**src/hw/rtl/nvrlw_pkg.sv**
```systemverilog
package nvrlw_pkg;

  // Request codes
  localparam logic [1:0] REQ_SAVE   = 2'd0;
  localparam logic [1:0] REQ_FORMAT = 2'd1;
  localparam logic [1:0] REQ_RESUME = 2'd2;
  localparam logic [1:0] REQ_WEAR   = 2'd3;

  // Flash operation codes
  localparam logic [1:0] OP_WRITE  = 2'd0;
  localparam logic [1:0] OP_ERASE  = 2'd1;
  localparam logic [1:0] OP_REJECT = 2'd2;
  localparam logic [1:0] OP_ACK    = 2'd3;

  // Configuration register indexes
  localparam logic [1:0] CFG_FIRST_BLOCK    = 2'd0;
  localparam logic [1:0] CFG_LAST_BLOCK     = 2'd1;
  localparam logic [1:0] CFG_FORMAT_VERSION = 2'd2;

  localparam logic [6:0] RST_FIRST_BLOCK    = 7'd96;
  localparam logic [6:0] RST_LAST_BLOCK     = 7'd126;
  localparam logic [7:0] RST_FORMAT_VERSION = 8'd1;

  localparam logic [6:0]  LOW_BLOCK  = 7'd96;
  localparam logic [6:0]  HIGH_BLOCK = 7'd126;
  localparam logic [16:0] BASE_ADDR  = 17'h18000;

  // Header contents
  localparam logic [7:0] HDR_E      = 8'h45;
  localparam logic [7:0] HDR_F      = 8'h46;
  localparam logic [7:0] HDR_L      = 8'h4C;
  localparam logic [7:0] COUNT_MARK = 8'hFE;

  localparam logic [16:0] DISCARD_OFFSET = 17'd3;
  localparam logic [16:0] USAGE_OFFSET   = 17'd4;
  localparam logic [10:0] FRESH_INDEX    = 11'd8;
  localparam logic [10:0] RECORD_STEP    = 11'd2;

  typedef struct packed {
    logic [1:0]  req_type;
    logic [7:0]  ram_offset;
    logic [7:0]  data_value;
    logic [6:0]  block_number;
    logic [10:0] resume_index;
    logic [23:0] wear_value;
  } req_t;

  typedef struct packed {
    logic [1:0]  flash_op;
    logic [16:0] flash_address;
    logic [2:0]  byte_count;
    logic [7:0]  data_byte0;
    logic [7:0]  data_byte1;
    logic [7:0]  data_byte2;
    logic [7:0]  data_byte3;
    logic        save_all_request;
    logic        last_result;
  } result_t;

  typedef enum logic [3:0] {
    ST_IDLE,
    ST_REJECT,
    ST_RESUME,
    ST_WEAR_LOAD,
    ST_DISCARD,
    ST_ERASE,
    ST_HEADER,
    ST_COUNT,
    ST_PAGE,
    ST_RECORD
  } state_t;

  typedef enum logic [3:0] {
    K_NONE,
    K_REJECT,
    K_RESUME,
    K_WEAR_LOAD,
    K_DISCARD,
    K_ERASE,
    K_HEADER,
    K_COUNT,
    K_PAGE,
    K_RECORD
  } kind_t;

  typedef struct packed {
    logic  load;
    logic  emit;
    kind_t kind;
    logic  last;
  } cmd_t;

  typedef struct packed {
    logic [1:0] req_type;
    logic       cur_ok;
    logic       blk_ok;
    logic       off_ok;
    logic       ridx_ok;
    logic       wear_ok;
    logic       full;
    logic       page_hit;
  } status_t;

  function automatic logic [16:0] block_base(input logic [6:0] blk);
    logic [6:0] rel;
    rel = blk - LOW_BLOCK;
    return BASE_ADDR + {rel, 10'b0};
  endfunction

endpackage

```
**src/hw/rtl/nvrlw_ctrl.sv**
```systemverilog
module nvrlw_ctrl
  import nvrlw_pkg::*;
(
  input  logic    clk,
  input  logic    rst,
  input  logic    start,
  input  status_t status,
  output logic    busy,
  output cmd_t    cmd
);

  state_t state, state_next;
  logic   fmt_req;
  logic   accept;

  assign accept = start && (state == ST_IDLE);

  always_ff @(posedge clk) begin
    if (rst) begin
      state   <= ST_IDLE;
      fmt_req <= 1'b0;
    end else begin
      state <= state_next;
      if (accept) begin
        fmt_req <= (status.req_type == REQ_FORMAT);
      end
    end
  end

  always_comb begin
    state_next = state;
    unique case (state)
      ST_IDLE: begin
        if (start) begin
          unique case (status.req_type)
            REQ_SAVE: begin
              if (!(status.cur_ok && status.off_ok)) state_next = ST_REJECT;
              else if (status.full)                 state_next = ST_DISCARD;
              else if (status.page_hit)             state_next = ST_PAGE;
              else                                  state_next = ST_RECORD;
            end
            REQ_FORMAT: state_next = status.blk_ok ? ST_ERASE : ST_REJECT;
            REQ_RESUME: state_next = (status.blk_ok && status.ridx_ok) ? ST_RESUME : ST_REJECT;
            REQ_WEAR:   state_next = status.wear_ok ? ST_WEAR_LOAD : ST_REJECT;
            default:    state_next = ST_REJECT;
          endcase
        end
      end
      ST_DISCARD: state_next = ST_ERASE;
      ST_ERASE:   state_next = ST_HEADER;
      ST_HEADER:  state_next = ST_COUNT;
      ST_COUNT:   state_next = fmt_req ? ST_IDLE : ST_RECORD;
      ST_PAGE:    state_next = ST_RECORD;
      ST_REJECT, ST_RESUME, ST_WEAR_LOAD, ST_RECORD: state_next = ST_IDLE;
      default:    state_next = ST_IDLE;
    endcase
  end

  always_comb begin
    busy     = (state != ST_IDLE);
    cmd.load = accept;
    cmd.emit = (state != ST_IDLE);
    cmd.last = 1'b0;
    cmd.kind = K_NONE;
    unique case (state)
      ST_IDLE:      cmd.kind = K_NONE;
      ST_REJECT:    begin cmd.kind = K_REJECT;    cmd.last = 1'b1; end
      ST_RESUME:    begin cmd.kind = K_RESUME;    cmd.last = 1'b1; end
      ST_WEAR_LOAD: begin cmd.kind = K_WEAR_LOAD; cmd.last = 1'b1; end
      ST_DISCARD:   cmd.kind = K_DISCARD;
      ST_ERASE:     cmd.kind = K_ERASE;
      ST_HEADER:    cmd.kind = K_HEADER;
      ST_COUNT:     begin cmd.kind = K_COUNT;     cmd.last = fmt_req; end
      ST_PAGE:      cmd.kind = K_PAGE;
      ST_RECORD:    begin cmd.kind = K_RECORD;    cmd.last = 1'b1; end
      default:      cmd.kind = K_NONE;
    endcase
  end

endmodule

```
**src/hw/rtl/nvrlw_dp.sv**
```systemverilog
module nvrlw_dp
  import nvrlw_pkg::*;
#(
  parameter int NUM_BLOCKS  = 32,
  parameter int BLOCK_BYTES = 1024,
  parameter int RAM_BYTES   = 192
) (
  input  logic       clk,
  input  logic       rst,
  input  req_t       request,
  input  logic       cfg_write,
  input  logic [1:0] cfg_index,
  input  logic [7:0] cfg_data,
  input  cmd_t       cmd,
  output status_t    status,
  output logic       result_strobe,
  output result_t    result
);

  localparam int         WIDX_W     = $clog2(NUM_BLOCKS);
  localparam logic [6:0] TOP_BLOCK  = 7'(96 + NUM_BLOCKS - 1);
  localparam logic [6:0] WEAR_HI    = (TOP_BLOCK < HIGH_BLOCK) ? TOP_BLOCK : HIGH_BLOCK;
  localparam logic [10:0] BLK_BYTES = 11'(BLOCK_BYTES);
  localparam logic [8:0] RAM_LIMIT  = 9'(RAM_BYTES);

  // config
  logic [6:0] first_block;
  logic [6:0] last_block;
  logic [7:0] format_version;

  // log state
  logic [6:0]  current_block;
  logic [10:0] log_index;
  logic [23:0] wear_table [NUM_BLOCKS];

  // latched request
  logic [7:0]  off_q;
  logic [7:0]  val_q;
  logic [6:0]  blk_q;
  logic [10:0] ridx_q;
  logic [23:0] wear_q;
  logic        raise_q;
  logic [6:0]  fmt_block;
  logic [23:0] count_q;

  logic [6:0]  use_lo, use_hi, last_cap;
  logic [7:0]  cur_inc;
  logic [6:0]  next_block;
  logic [16:0] cur_base, fmt_base;
  logic [2:0]  page;
  logic [WIDX_W-1:0] fmt_idx, blk_idx;
  logic [6:0]  fmt_rel, blk_rel;
  logic [23:0] count_next;
  result_t     res_next;

  always_comb begin
    use_lo   = (first_block < LOW_BLOCK) ? LOW_BLOCK : first_block;
    last_cap = (last_block > HIGH_BLOCK) ? HIGH_BLOCK : last_block;
    use_hi   = (last_cap > TOP_BLOCK) ? TOP_BLOCK : last_cap;

    status.req_type = request.req_type;
    status.cur_ok   = (current_block >= use_lo) && (current_block <= use_hi);
    status.blk_ok   = (request.block_number >= use_lo) && (request.block_number <= use_hi);
    status.off_ok   = {1'b0, request.ram_offset} < RAM_LIMIT;
    status.ridx_ok  = request.resume_index <= BLK_BYTES;
    status.wear_ok  = (request.block_number >= LOW_BLOCK) && (request.block_number <= WEAR_HI);
    status.full     = log_index >= BLK_BYTES;
    status.page_hit = (log_index[6:0] == 7'd0);

    cur_inc    = {1'b0, current_block} + 8'd1;
    next_block = (cur_inc > {1'b0, use_hi}) ? use_lo : cur_inc[6:0];

    cur_base = block_base(current_block);
    fmt_base = block_base(fmt_block);
    page     = log_index[9:7];

    fmt_rel    = fmt_block - LOW_BLOCK;
    blk_rel    = blk_q - LOW_BLOCK;
    fmt_idx    = fmt_rel[WIDX_W-1:0];
    blk_idx    = blk_rel[WIDX_W-1:0];
    count_next = wear_table[fmt_idx] + 24'd1;
  end

  // result formation
  always_comb begin
    res_next = '0;
    res_next.save_all_request = raise_q;
    res_next.last_result      = cmd.last;
    case (cmd.kind)
      K_REJECT: begin
        res_next.flash_op         = OP_REJECT;
        res_next.save_all_request = 1'b0;
      end
      K_RESUME, K_WEAR_LOAD: begin
        res_next.flash_op         = OP_ACK;
        res_next.save_all_request = 1'b0;
      end
      K_DISCARD: begin
        res_next.flash_op      = OP_WRITE;
        res_next.flash_address = cur_base + DISCARD_OFFSET;
        res_next.byte_count    = 3'd1;
      end
      K_ERASE: begin
        res_next.flash_op      = OP_ERASE;
        res_next.flash_address = fmt_base;
      end
      K_HEADER: begin
        res_next.flash_op      = OP_WRITE;
        res_next.flash_address = fmt_base;
        res_next.byte_count    = 3'd4;
        res_next.data_byte0    = HDR_E;
        res_next.data_byte1    = HDR_F;
        res_next.data_byte2    = HDR_L;
        res_next.data_byte3    = format_version;
      end
      K_COUNT: begin
        res_next.flash_op      = OP_WRITE;
        res_next.flash_address = fmt_base + USAGE_OFFSET;
        res_next.byte_count    = 3'd4;
        res_next.data_byte0    = COUNT_MARK;
        res_next.data_byte1    = count_q[23:16];
        res_next.data_byte2    = count_q[15:8];
        res_next.data_byte3    = count_q[7:0];
      end
      K_PAGE: begin
        res_next.flash_op      = OP_WRITE;
        res_next.flash_address = cur_base + USAGE_OFFSET;
        res_next.byte_count    = 3'd1;
        res_next.data_byte0    = ~(8'd1 << page);
      end
      K_RECORD: begin
        res_next.flash_op      = OP_WRITE;
        res_next.flash_address = cur_base + {6'd0, log_index};
        res_next.byte_count    = 3'd2;
        res_next.data_byte0    = off_q;
        res_next.data_byte1    = val_q;
      end
      default: res_next = '0;
    endcase
  end

  // config registers
  always_ff @(posedge clk) begin
    if (rst) begin
      first_block    <= RST_FIRST_BLOCK;
      last_block     <= RST_LAST_BLOCK;
      format_version <= RST_FORMAT_VERSION;
    end else if (cfg_write) begin
      unique case (cfg_index)
        CFG_FIRST_BLOCK:    first_block    <= cfg_data[6:0];
        CFG_LAST_BLOCK:     last_block     <= cfg_data[6:0];
        CFG_FORMAT_VERSION: format_version <= cfg_data;
        default: ;
      endcase
    end
  end

  // log position and wear table
  always_ff @(posedge clk) begin
    if (rst) begin
      current_block <= LOW_BLOCK;
      log_index     <= FRESH_INDEX;
      raise_q       <= 1'b0;
      result_strobe <= 1'b0;
      for (int i = 0; i < NUM_BLOCKS; i++) begin
        wear_table[i] <= '0;
      end
    end else begin
      result_strobe <= cmd.emit;
      if (cmd.load) begin
        raise_q <= (request.req_type == REQ_SAVE) && status.cur_ok && status.off_ok &&
                   (status.full || status.page_hit);
      end
      case (cmd.kind)
        K_RESUME: begin
          current_block <= blk_q;
          log_index     <= ridx_q;
        end
        K_WEAR_LOAD: wear_table[blk_idx] <= wear_q;
        K_DISCARD:   current_block <= next_block;
        K_ERASE:     wear_table[fmt_idx] <= count_next;
        K_COUNT:     log_index <= FRESH_INDEX;
        K_RECORD:    log_index <= log_index + RECORD_STEP;
        default: ;
      endcase
    end
  end

  // payload registers
  always_ff @(posedge clk) begin
    if (cmd.load) begin
      off_q     <= request.ram_offset;
      val_q     <= request.data_value;
      blk_q     <= request.block_number;
      ridx_q    <= request.resume_index;
      wear_q    <= request.wear_value;
      fmt_block <= request.block_number;
    end else if (cmd.kind == K_DISCARD) begin
      fmt_block <= next_block;
    end
    if (cmd.kind == K_ERASE) begin
      count_q <= count_next;
    end
    if (cmd.emit) begin
      result <= res_next;
    end
  end

endmodule

```
**src/hw/rtl/nv_record_log_writer_core.sv**
```systemverilog
// Channel   | Direction | Beat taken when         | Payload
// ----------+-----------+-------------------------+--------------------------
// request   | in        | start && !busy          | request (req_t)
// result    | out       | result_strobe           | result (result_t)
// config    | in        | cfg_valid && cfg_ready  | cfg_index, cfg_data
//
// A request yielding N results (1 to 5; a block changeover is the longest) holds
// busy with one controller state per result, and the next request beat is taken
// once the controller is back in idle. Results leave the output register one per
// cycle, the first after the state register and then the output register.
// rst is synchronous, active high: position returns to block 96, index 8,
// and the wear counts clear. Results cannot be stalled; cfg_ready stays high.
module nv_record_log_writer_core
  import nvrlw_pkg::*;
#(
  parameter int NUM_BLOCKS  = 32,
  parameter int BLOCK_BYTES = 1024,
  parameter int RAM_BYTES   = 192
) (
  input  logic       clk,
  input  logic       rst,
  input  logic       start,
  output logic       busy,
  input  req_t       request,
  output logic       result_strobe,
  output result_t    result,
  input  logic       cfg_valid,
  output logic       cfg_ready,
  input  logic [1:0] cfg_index,
  input  logic [7:0] cfg_data
);

  cmd_t    cmd;
  status_t status;

  // config must only be written while idle (not enforced here), so no back-pressure needed
  assign cfg_ready = 1'b1;

  // sequencer: one state per flash command of a request
  nvrlw_ctrl u_ctrl (
    .clk    (clk),
    .rst    (rst),
    .start  (start),
    .status (status),
    .busy   (busy),
    .cmd    (cmd)
  );

  // datapath: log position, wear counts, address and data formation
  nvrlw_dp #(
    .NUM_BLOCKS  (NUM_BLOCKS),
    .BLOCK_BYTES (BLOCK_BYTES),
    .RAM_BYTES   (RAM_BYTES)
  ) u_dp (
    .clk           (clk),
    .rst           (rst),
    .request       (request),
    .cfg_write     (cfg_valid && cfg_ready),
    .cfg_index     (cfg_index),
    .cfg_data      (cfg_data),
    .cmd           (cmd),
    .status        (status),
    .result_strobe (result_strobe),
    .result        (result)
  );

endmodule

```
**config.mk**
```make
export PLATFORM = sky130hd
export DESIGN_NAME = nv_record_log_writer_core
export DESIGN_NICKNAME = d
export VERILOG_FILES = /design/src/hw/rtl/nvrlw_pkg.sv /design/src/hw/rtl/nvrlw_ctrl.sv /design/src/hw/rtl/nvrlw_dp.sv /design/src/hw/rtl/nv_record_log_writer_core.sv
export SDC_FILE = /design/constraint.sdc
export NUM_CORES = 1
export LEC_CHECK = 0
export BUFFER_PORTS_ARGS = -buffer_cell sky130_fd_sc_hd__buf_2
export CAP_MARGIN = 20
export CORE_ASPECT_RATIO = 0.6
export CORE_MARGIN = 5
export CORE_UTILIZATION = 40
export DETAILED_ROUTE_END_ITERATION = 10
export PLACE_DENSITY = 0.6
export SLEW_MARGIN = 20
export SYNTH_ARGS = -nofsm -noshare
export SYNTH_HDL_FRONTEND = slang
export SYNTH_SLANG_ARGS = --single-unit
```
**constraint.sdc**
```tcl
create_clock -name clk -period 3.97 [get_ports clk]
set_clock_uncertainty 0.05 [all_clocks]
set_input_delay 0.1985 -clock clk [delete_from_list [all_inputs] [get_ports clk]]
set_output_delay 0.1985 -clock clk [all_outputs]
set_load 0.005 [all_outputs]
```
Word-level counts from Yosys, hierarchy flattened:

Memories as Yosys holds them, arrays and structs flattened.
Index checks and enable logic that the tools add are counted.

* add/subtract/negate cells: 12
* order comparisons: 13
* eq/ne operators: 24
* shifts and indexed selects: 1
* multiplexer cells: 40
* bitwise operators: 1
* reductions and logical operators: 30

Operator list (count)
* one-hot mux 17 bit (5 select lines): 1
* two-way mux 24 bit: 2
* OR reduction 24 bit: 2
* two-way mux 7 bit: 6
* one-hot mux 4 bit (9 select lines): 1
* adder 17 bit (first input constant): 2
* adder 17 x 3 -> 17 bit (second input constant): 2
* one-hot mux 11 bit (3 select lines): 1
* equality test 4 x 3 -> 1 bit (second input constant): 8
* one-hot mux 16 bit (2 select lines): 1
* one-hot mux 8 bit (4 select lines): 1
* adder 24 x 1 -> 24 bit (second input constant): 1
* one-hot mux 4 bit (6 select lines): 1
* one-hot mux 8 bit (3 select lines): 1
* adder 17 x 11 -> 17 bit: 1
* adder 17 x 2 -> 17 bit (second input constant): 1
* equality test 4 x 2 -> 1 bit (second input constant): 4
* equality test 4 bit (second input constant): 4
* two-way mux 4 bit: 4
* one-hot mux 4 bit (4 select lines): 1
* greater-or-equal comparator 7 bit: 2
* > comparator 7 bit (second input constant): 2
* less-or-equal comparator 7 bit: 2
* one-hot mux 7 bit (2 select lines): 1
* 37 further kinds: 69

* flip-flop bits (word level): 192
* memory bits (writable): 768
* bits of input ports: 74
* output and inout port bits: 59
* logic and storage cells: 147
* memories kept: 1

Memory list
* u_dp.wear_table: words 32, width 24, rd ports 1, clocked after memory_dff 0, write ports 32, RTL line nvrlw_dp.sv:34 `logic [23:0] wear_table [NUM_BLOCKS];`

Longest topological paths before layout:

* word-level depth: 11
* depth in mapped cells: 15
* gate-level depth less buffers: 12

Modules after synthesis:

From an unflattened synthesis, not the netlist that was laid out.

* cells, all modules: 3339
* area total of the unflattened synthesis: 43158.9 um2

Modules (own cells, without submodules)
* nvrlw_dp: instances 1, cells each 3278, area each 42716.0 um2, seq. area each 28257.1 um2
* nvrlw_ctrl: instances 1, cells each 59, area each 431.7 um2, seq. area each 100.1 um2
* nv_record_log_writer_core: instances 1, cells each 2, area each 11.3 um2, seq. area each 0.0 um2

Worst setup path after synthesis:

No wires, ideal clock.

* path type: register -> register
* start point: register u_dp.fmt_block[4]
* end point: memory u_dp.wear_table[16][18], data pin
* library setup time: 0.269 ns
* arrival time: 3.032 ns
* required time: 3.651 ns
* setup slack: 0.619 ns
* stages on the path, launching flop included: 15
* buffers on the path: 3
* period minus slack after synthesis: 3.351 ns
* cell sequence: edfxtp_1 buf_4 and4b_1 buf_2 a22oi_1 nand4_1 or2_2 inv_1 ha_1 nand4_4 nor4_2 xor2_1 mux2i_2 buf_6 nor2_1

RTL lines
* start, declared: RTL line nvrlw_dp.sv:43 `logic [6:0] fmt_block;`
* start signal, assigned: RTL line nvrlw_dp.sv:197 `fmt_block <= request.block_number;`
* start signal, assigned: RTL line nvrlw_dp.sv:199 `fmt_block <= next_block;`
* end, declared: RTL line nvrlw_dp.sv:34

==> impl_metrics.py <==
metrics = {
    "routing": {
        "drt-pass1-iter-count": 6,
        "drc_errors": 0,
        "ant_nets": 0,
        "wl_um": 155000,
        "vias": 30900,
        "via_per_inst": 5.77,
        "drt-initial-drc-count": 4242,
        "wl_per_cell_um": 29.0,
    },
    "power": {
        "p_leak_nw": 20.5,
        "ir_drop_v": 0.000388,
        "powerDensity_mw_per_mm2": 502,
    },
    "grt": {
        "grt_max_degree": 48,
        "globalRoute.totalOverflow": 0,
        "grt_use_total_pct": 25.7,
        "grt_pass1_vias": 28700,
        "grt_first_pass_wirelength_um": 214000,
        "antenna_found_initial": 3,
    },
    "sta": {
        "drv_slew": 0,
        "setup_viol": 84,
        "finalHoldViolations": 0,
        "max_slew.worst_pin.slew_ps": 1060,
        "layout_setup_ws_ps": -64.2,
        "rsz0062_at_grt": "yes",
        "period_minus_slack_ps": 4030,
        "min_period_over_period_pct": 102,
        "fmax_mhz": 248,
        "slew_headroom_pct": 29.1,
    },
    "min_path": {
        "hold_path_depth": 4,
        "hold_class": "input pin to flip-flop",
    },
    "job": {
        "cap_violations": 0,
    },
    "final_layout": {
        "drive_gt1_share_pct": 27.8,
        "final_net_count": 3970,
        "syn_to_final_growth_pct": 25.5,
        "final_common_cell": "edfxtp_1",
        "multi_input_area_mm2": 0.0146,
        "final_util_pct": 50.7,
        "nFillCells": 9188,
        "seq_area_mm2": 0.0284,
        "final_cell_mix": "edfxtp_1 (913), nor2_1 (696), buf_4 (383)",
    },
    "floorplanning": {
        "fp-row-count": 93,
        "die_area_mm2": 0.116,
        "die-height_um": 265,
        "core_mm2": 0.108,
        "start_util_pct": 40.4,
        "num_io_pins": 133,
        "die_x_um": 435,
    },
    "placement": {
        "gp_congestion": 1.02,
        "dp_hpwl_um": 106000,
        "pre_cts_ws_ps": -297,
        "portBuffers": 131,
    },
    "status": {
        "violations": "setup timing",
        "status": "finished, violations left",
    },
    "clock_tree": {
        "max-clock-path-buffers": 3,
        "htree_levels": 3,
        "insertion_delay_ps": 700,
        "cts_tree": "built",
        "clock_sinks": 960,
        "path_clk_slew_ps": 70,
        "cts_buffers": 88,
        "cts-root-buf": "clkbuf_16",
    },
    "synth": {
        "synth_top_area_share_pct": 63.1,
        "synth_top_cells_by_area": "edfxtp_1 (63%), mux2i_1 (8.7%), nor2_1 (6.2%), a22oi_1 (3.1%), dfxtp_1 (2.2%)",
        "synthArstFlopShare_pct": 0,
        "synth_xor_area_share_pct": 0.723,
        "synth-simple-area-share_pct": 13.5,
        "synthAdderAreaFrac_pct": 1.21,
        "synth_edf_count": 913,
        "synth_top_family_by_area": "simple AND/OR/NAND/NOR gates",
        "synth_compound_area_share_pct": 5.58,
        "ys_warn_count": 0,
        "ys.flop_type": "edfxtp_1",
        "synth.area.mux_share_pct": 10.1,
        "synth.yosys.seq_area_share_pct": 65.3,
        "synth_area_mm2": 0.0434,
        "synth_area_leader_cell": "edfxtp_1",
        "synthCells": 3314,
        "syn_area_per_cell_um2": 13.1,
        "synth-seq-cells": 960,
        "synth_cell_types": 75,
    },
    "critical_path": {
        "required_ps": 4350,
        "critPathLaunchType": "flip-flop",
        "cp-end-kind": "flip-flop",
        "rr_worst_depth": 17,
        "critPathKind": "flip-flop to flip-flop",
        "critPathArrivalTime_ps": 4410,
        "path_max_fanout": 8,
    },
}
## worst paths after layout
path,start,end,slack [ps]
hold / removal,cfg_valid,u_dp.last_block[0],120
setup reg to reg,u_dp.fmt_block[0],u_dp.wear_table[10][15],-60
setup / recovery,u_dp.fmt_block[0],u_dp.wear_table[10][15],-60
hold reg to reg,u_dp.raise_q,u_dp.raise_q,400
## per-stage QoR
step	area (µm²)	hold WS, ps	instances	setup TNS [ps]	power [W]
2_1_floorplan	43500	247	3317	0	0.0144
3_3_place_gp	48700	327	5026	-42480	0.0173
3_5_place_dp	48700	328	5026	-41940	0.0173
4_1_cts	53200	51.8	5298	-11.5	0.0268
5_1_grt	54500	101	5352	-18250	0.0281
6_report	54500	116	5352	-1920	0.0274
## flip-flops by register name, indices dropped and copies added (netlist names)
name / cells
u_dp.fmt_block: 7
u_dp.ridx_q: 11
u_dp.count_q: 24
u_dp.first_block: 7
u_dp.current_block: 7
u_dp.last_block: 7
u_dp.off_q: 8
u_dp.raise_q: 1
u_ctrl.state: 4
u_dp.format_version: 8
u_dp.result_strobe: 1
u_ctrl.fmt_req: 1
u_dp.log_index: 11
u_dp.result: 56
u_dp.val_q: 8
u_dp.blk_q: 7
u_dp.wear_table: 768
u_dp.wear_q: 24
## worst max-delay path, cell delays in order, from the launching register on
cell	delay (ps)
edfxtp_1	470
buf_6	170
clkbuf_16	160
nor4bb_4	160
buf_12	150
a22oi_2	320
nand4_1	280
buf_4	230
nor4_4	230
nand4_4	200
buf_6	160
nor3_4	290
buf_6	160
xor2_4	80
mux2i_4	170
buf_12	200
buf_16	190
nor2_4	40
## cells by family (layout without fill, tap and decap cells)
kind of cell    Yosys count  in the layout
xor+xnor                 35             35
compound gates          336            336
buf+inv                 299            908
mux                     410            410
flops                   960            960
other cells               2              6
simple gates           1230           1230
fa+ha+maj                42             42
## power by group
| group | internal [W] | leakage (nW) | switching, W |
|---|---|---|---|
| Combinational | 0.00255 | 9.35 | 0.00379 |
| Clock | 0.00534 | 1.52 | 0.00391 |
| Sequential | 0.0116 | 9.68 | 0.000195 |
## repair_timing
action                                  CTS  global route
setup buffers                            30            43
endpoints found under the setup margin  426           578
pin swaps                                10            31
hold buffers                             75             0
resized for setup                        51           137
cloned                                    5            13
hold endpoints to repair                100             0
## routing by layer
layer | vias to the layer above | GRT usage, % | wire, µm
li1 | 13200 | - | -
met1 | 15600 | 40.5 | 68600
met2 | 1847 | 34.2 | 61500
met3 | 200 | 8.63 | 22100
met4 | 2 | 4.88 | 3040
met5 | - | 0 | 10
## final cells by class
class / instances / share of cell area, %
diodes: 1 / 0.00459
clock buffers: 117 / 4.64
clock inverters: 45 / 1.05
inverters: 30 / 0.207
multi-input cells: 2058 / 26.7
flip-flops and latches: 960 / 52.0
well taps: 1425 / 3.27
repair buffers: 716 / 12.1
## synth_stat cells (12+ instances only)
cell and n:
xor2_1 22, edfxtp_1 913, mux2i_1 379, dfxtp_1 47, nor3_1 26, inv_1 29, a22o_1 13, buf_2 67
nand4_1 57, clkbuf_1 131, buf_4 25, nor2_1 720, nor2_2 114, nand3_1 42, a22oi_1 181, a21oi_1 31
nand2b_1 43, ha_1 42, nor2b_1 17, and2_1 13, nand2_1 103, nor3_2 20, o21ai_0 34, buf_6 36
mux4_2 19, xnor2_1 12
(Power assumes the default switching activity.)
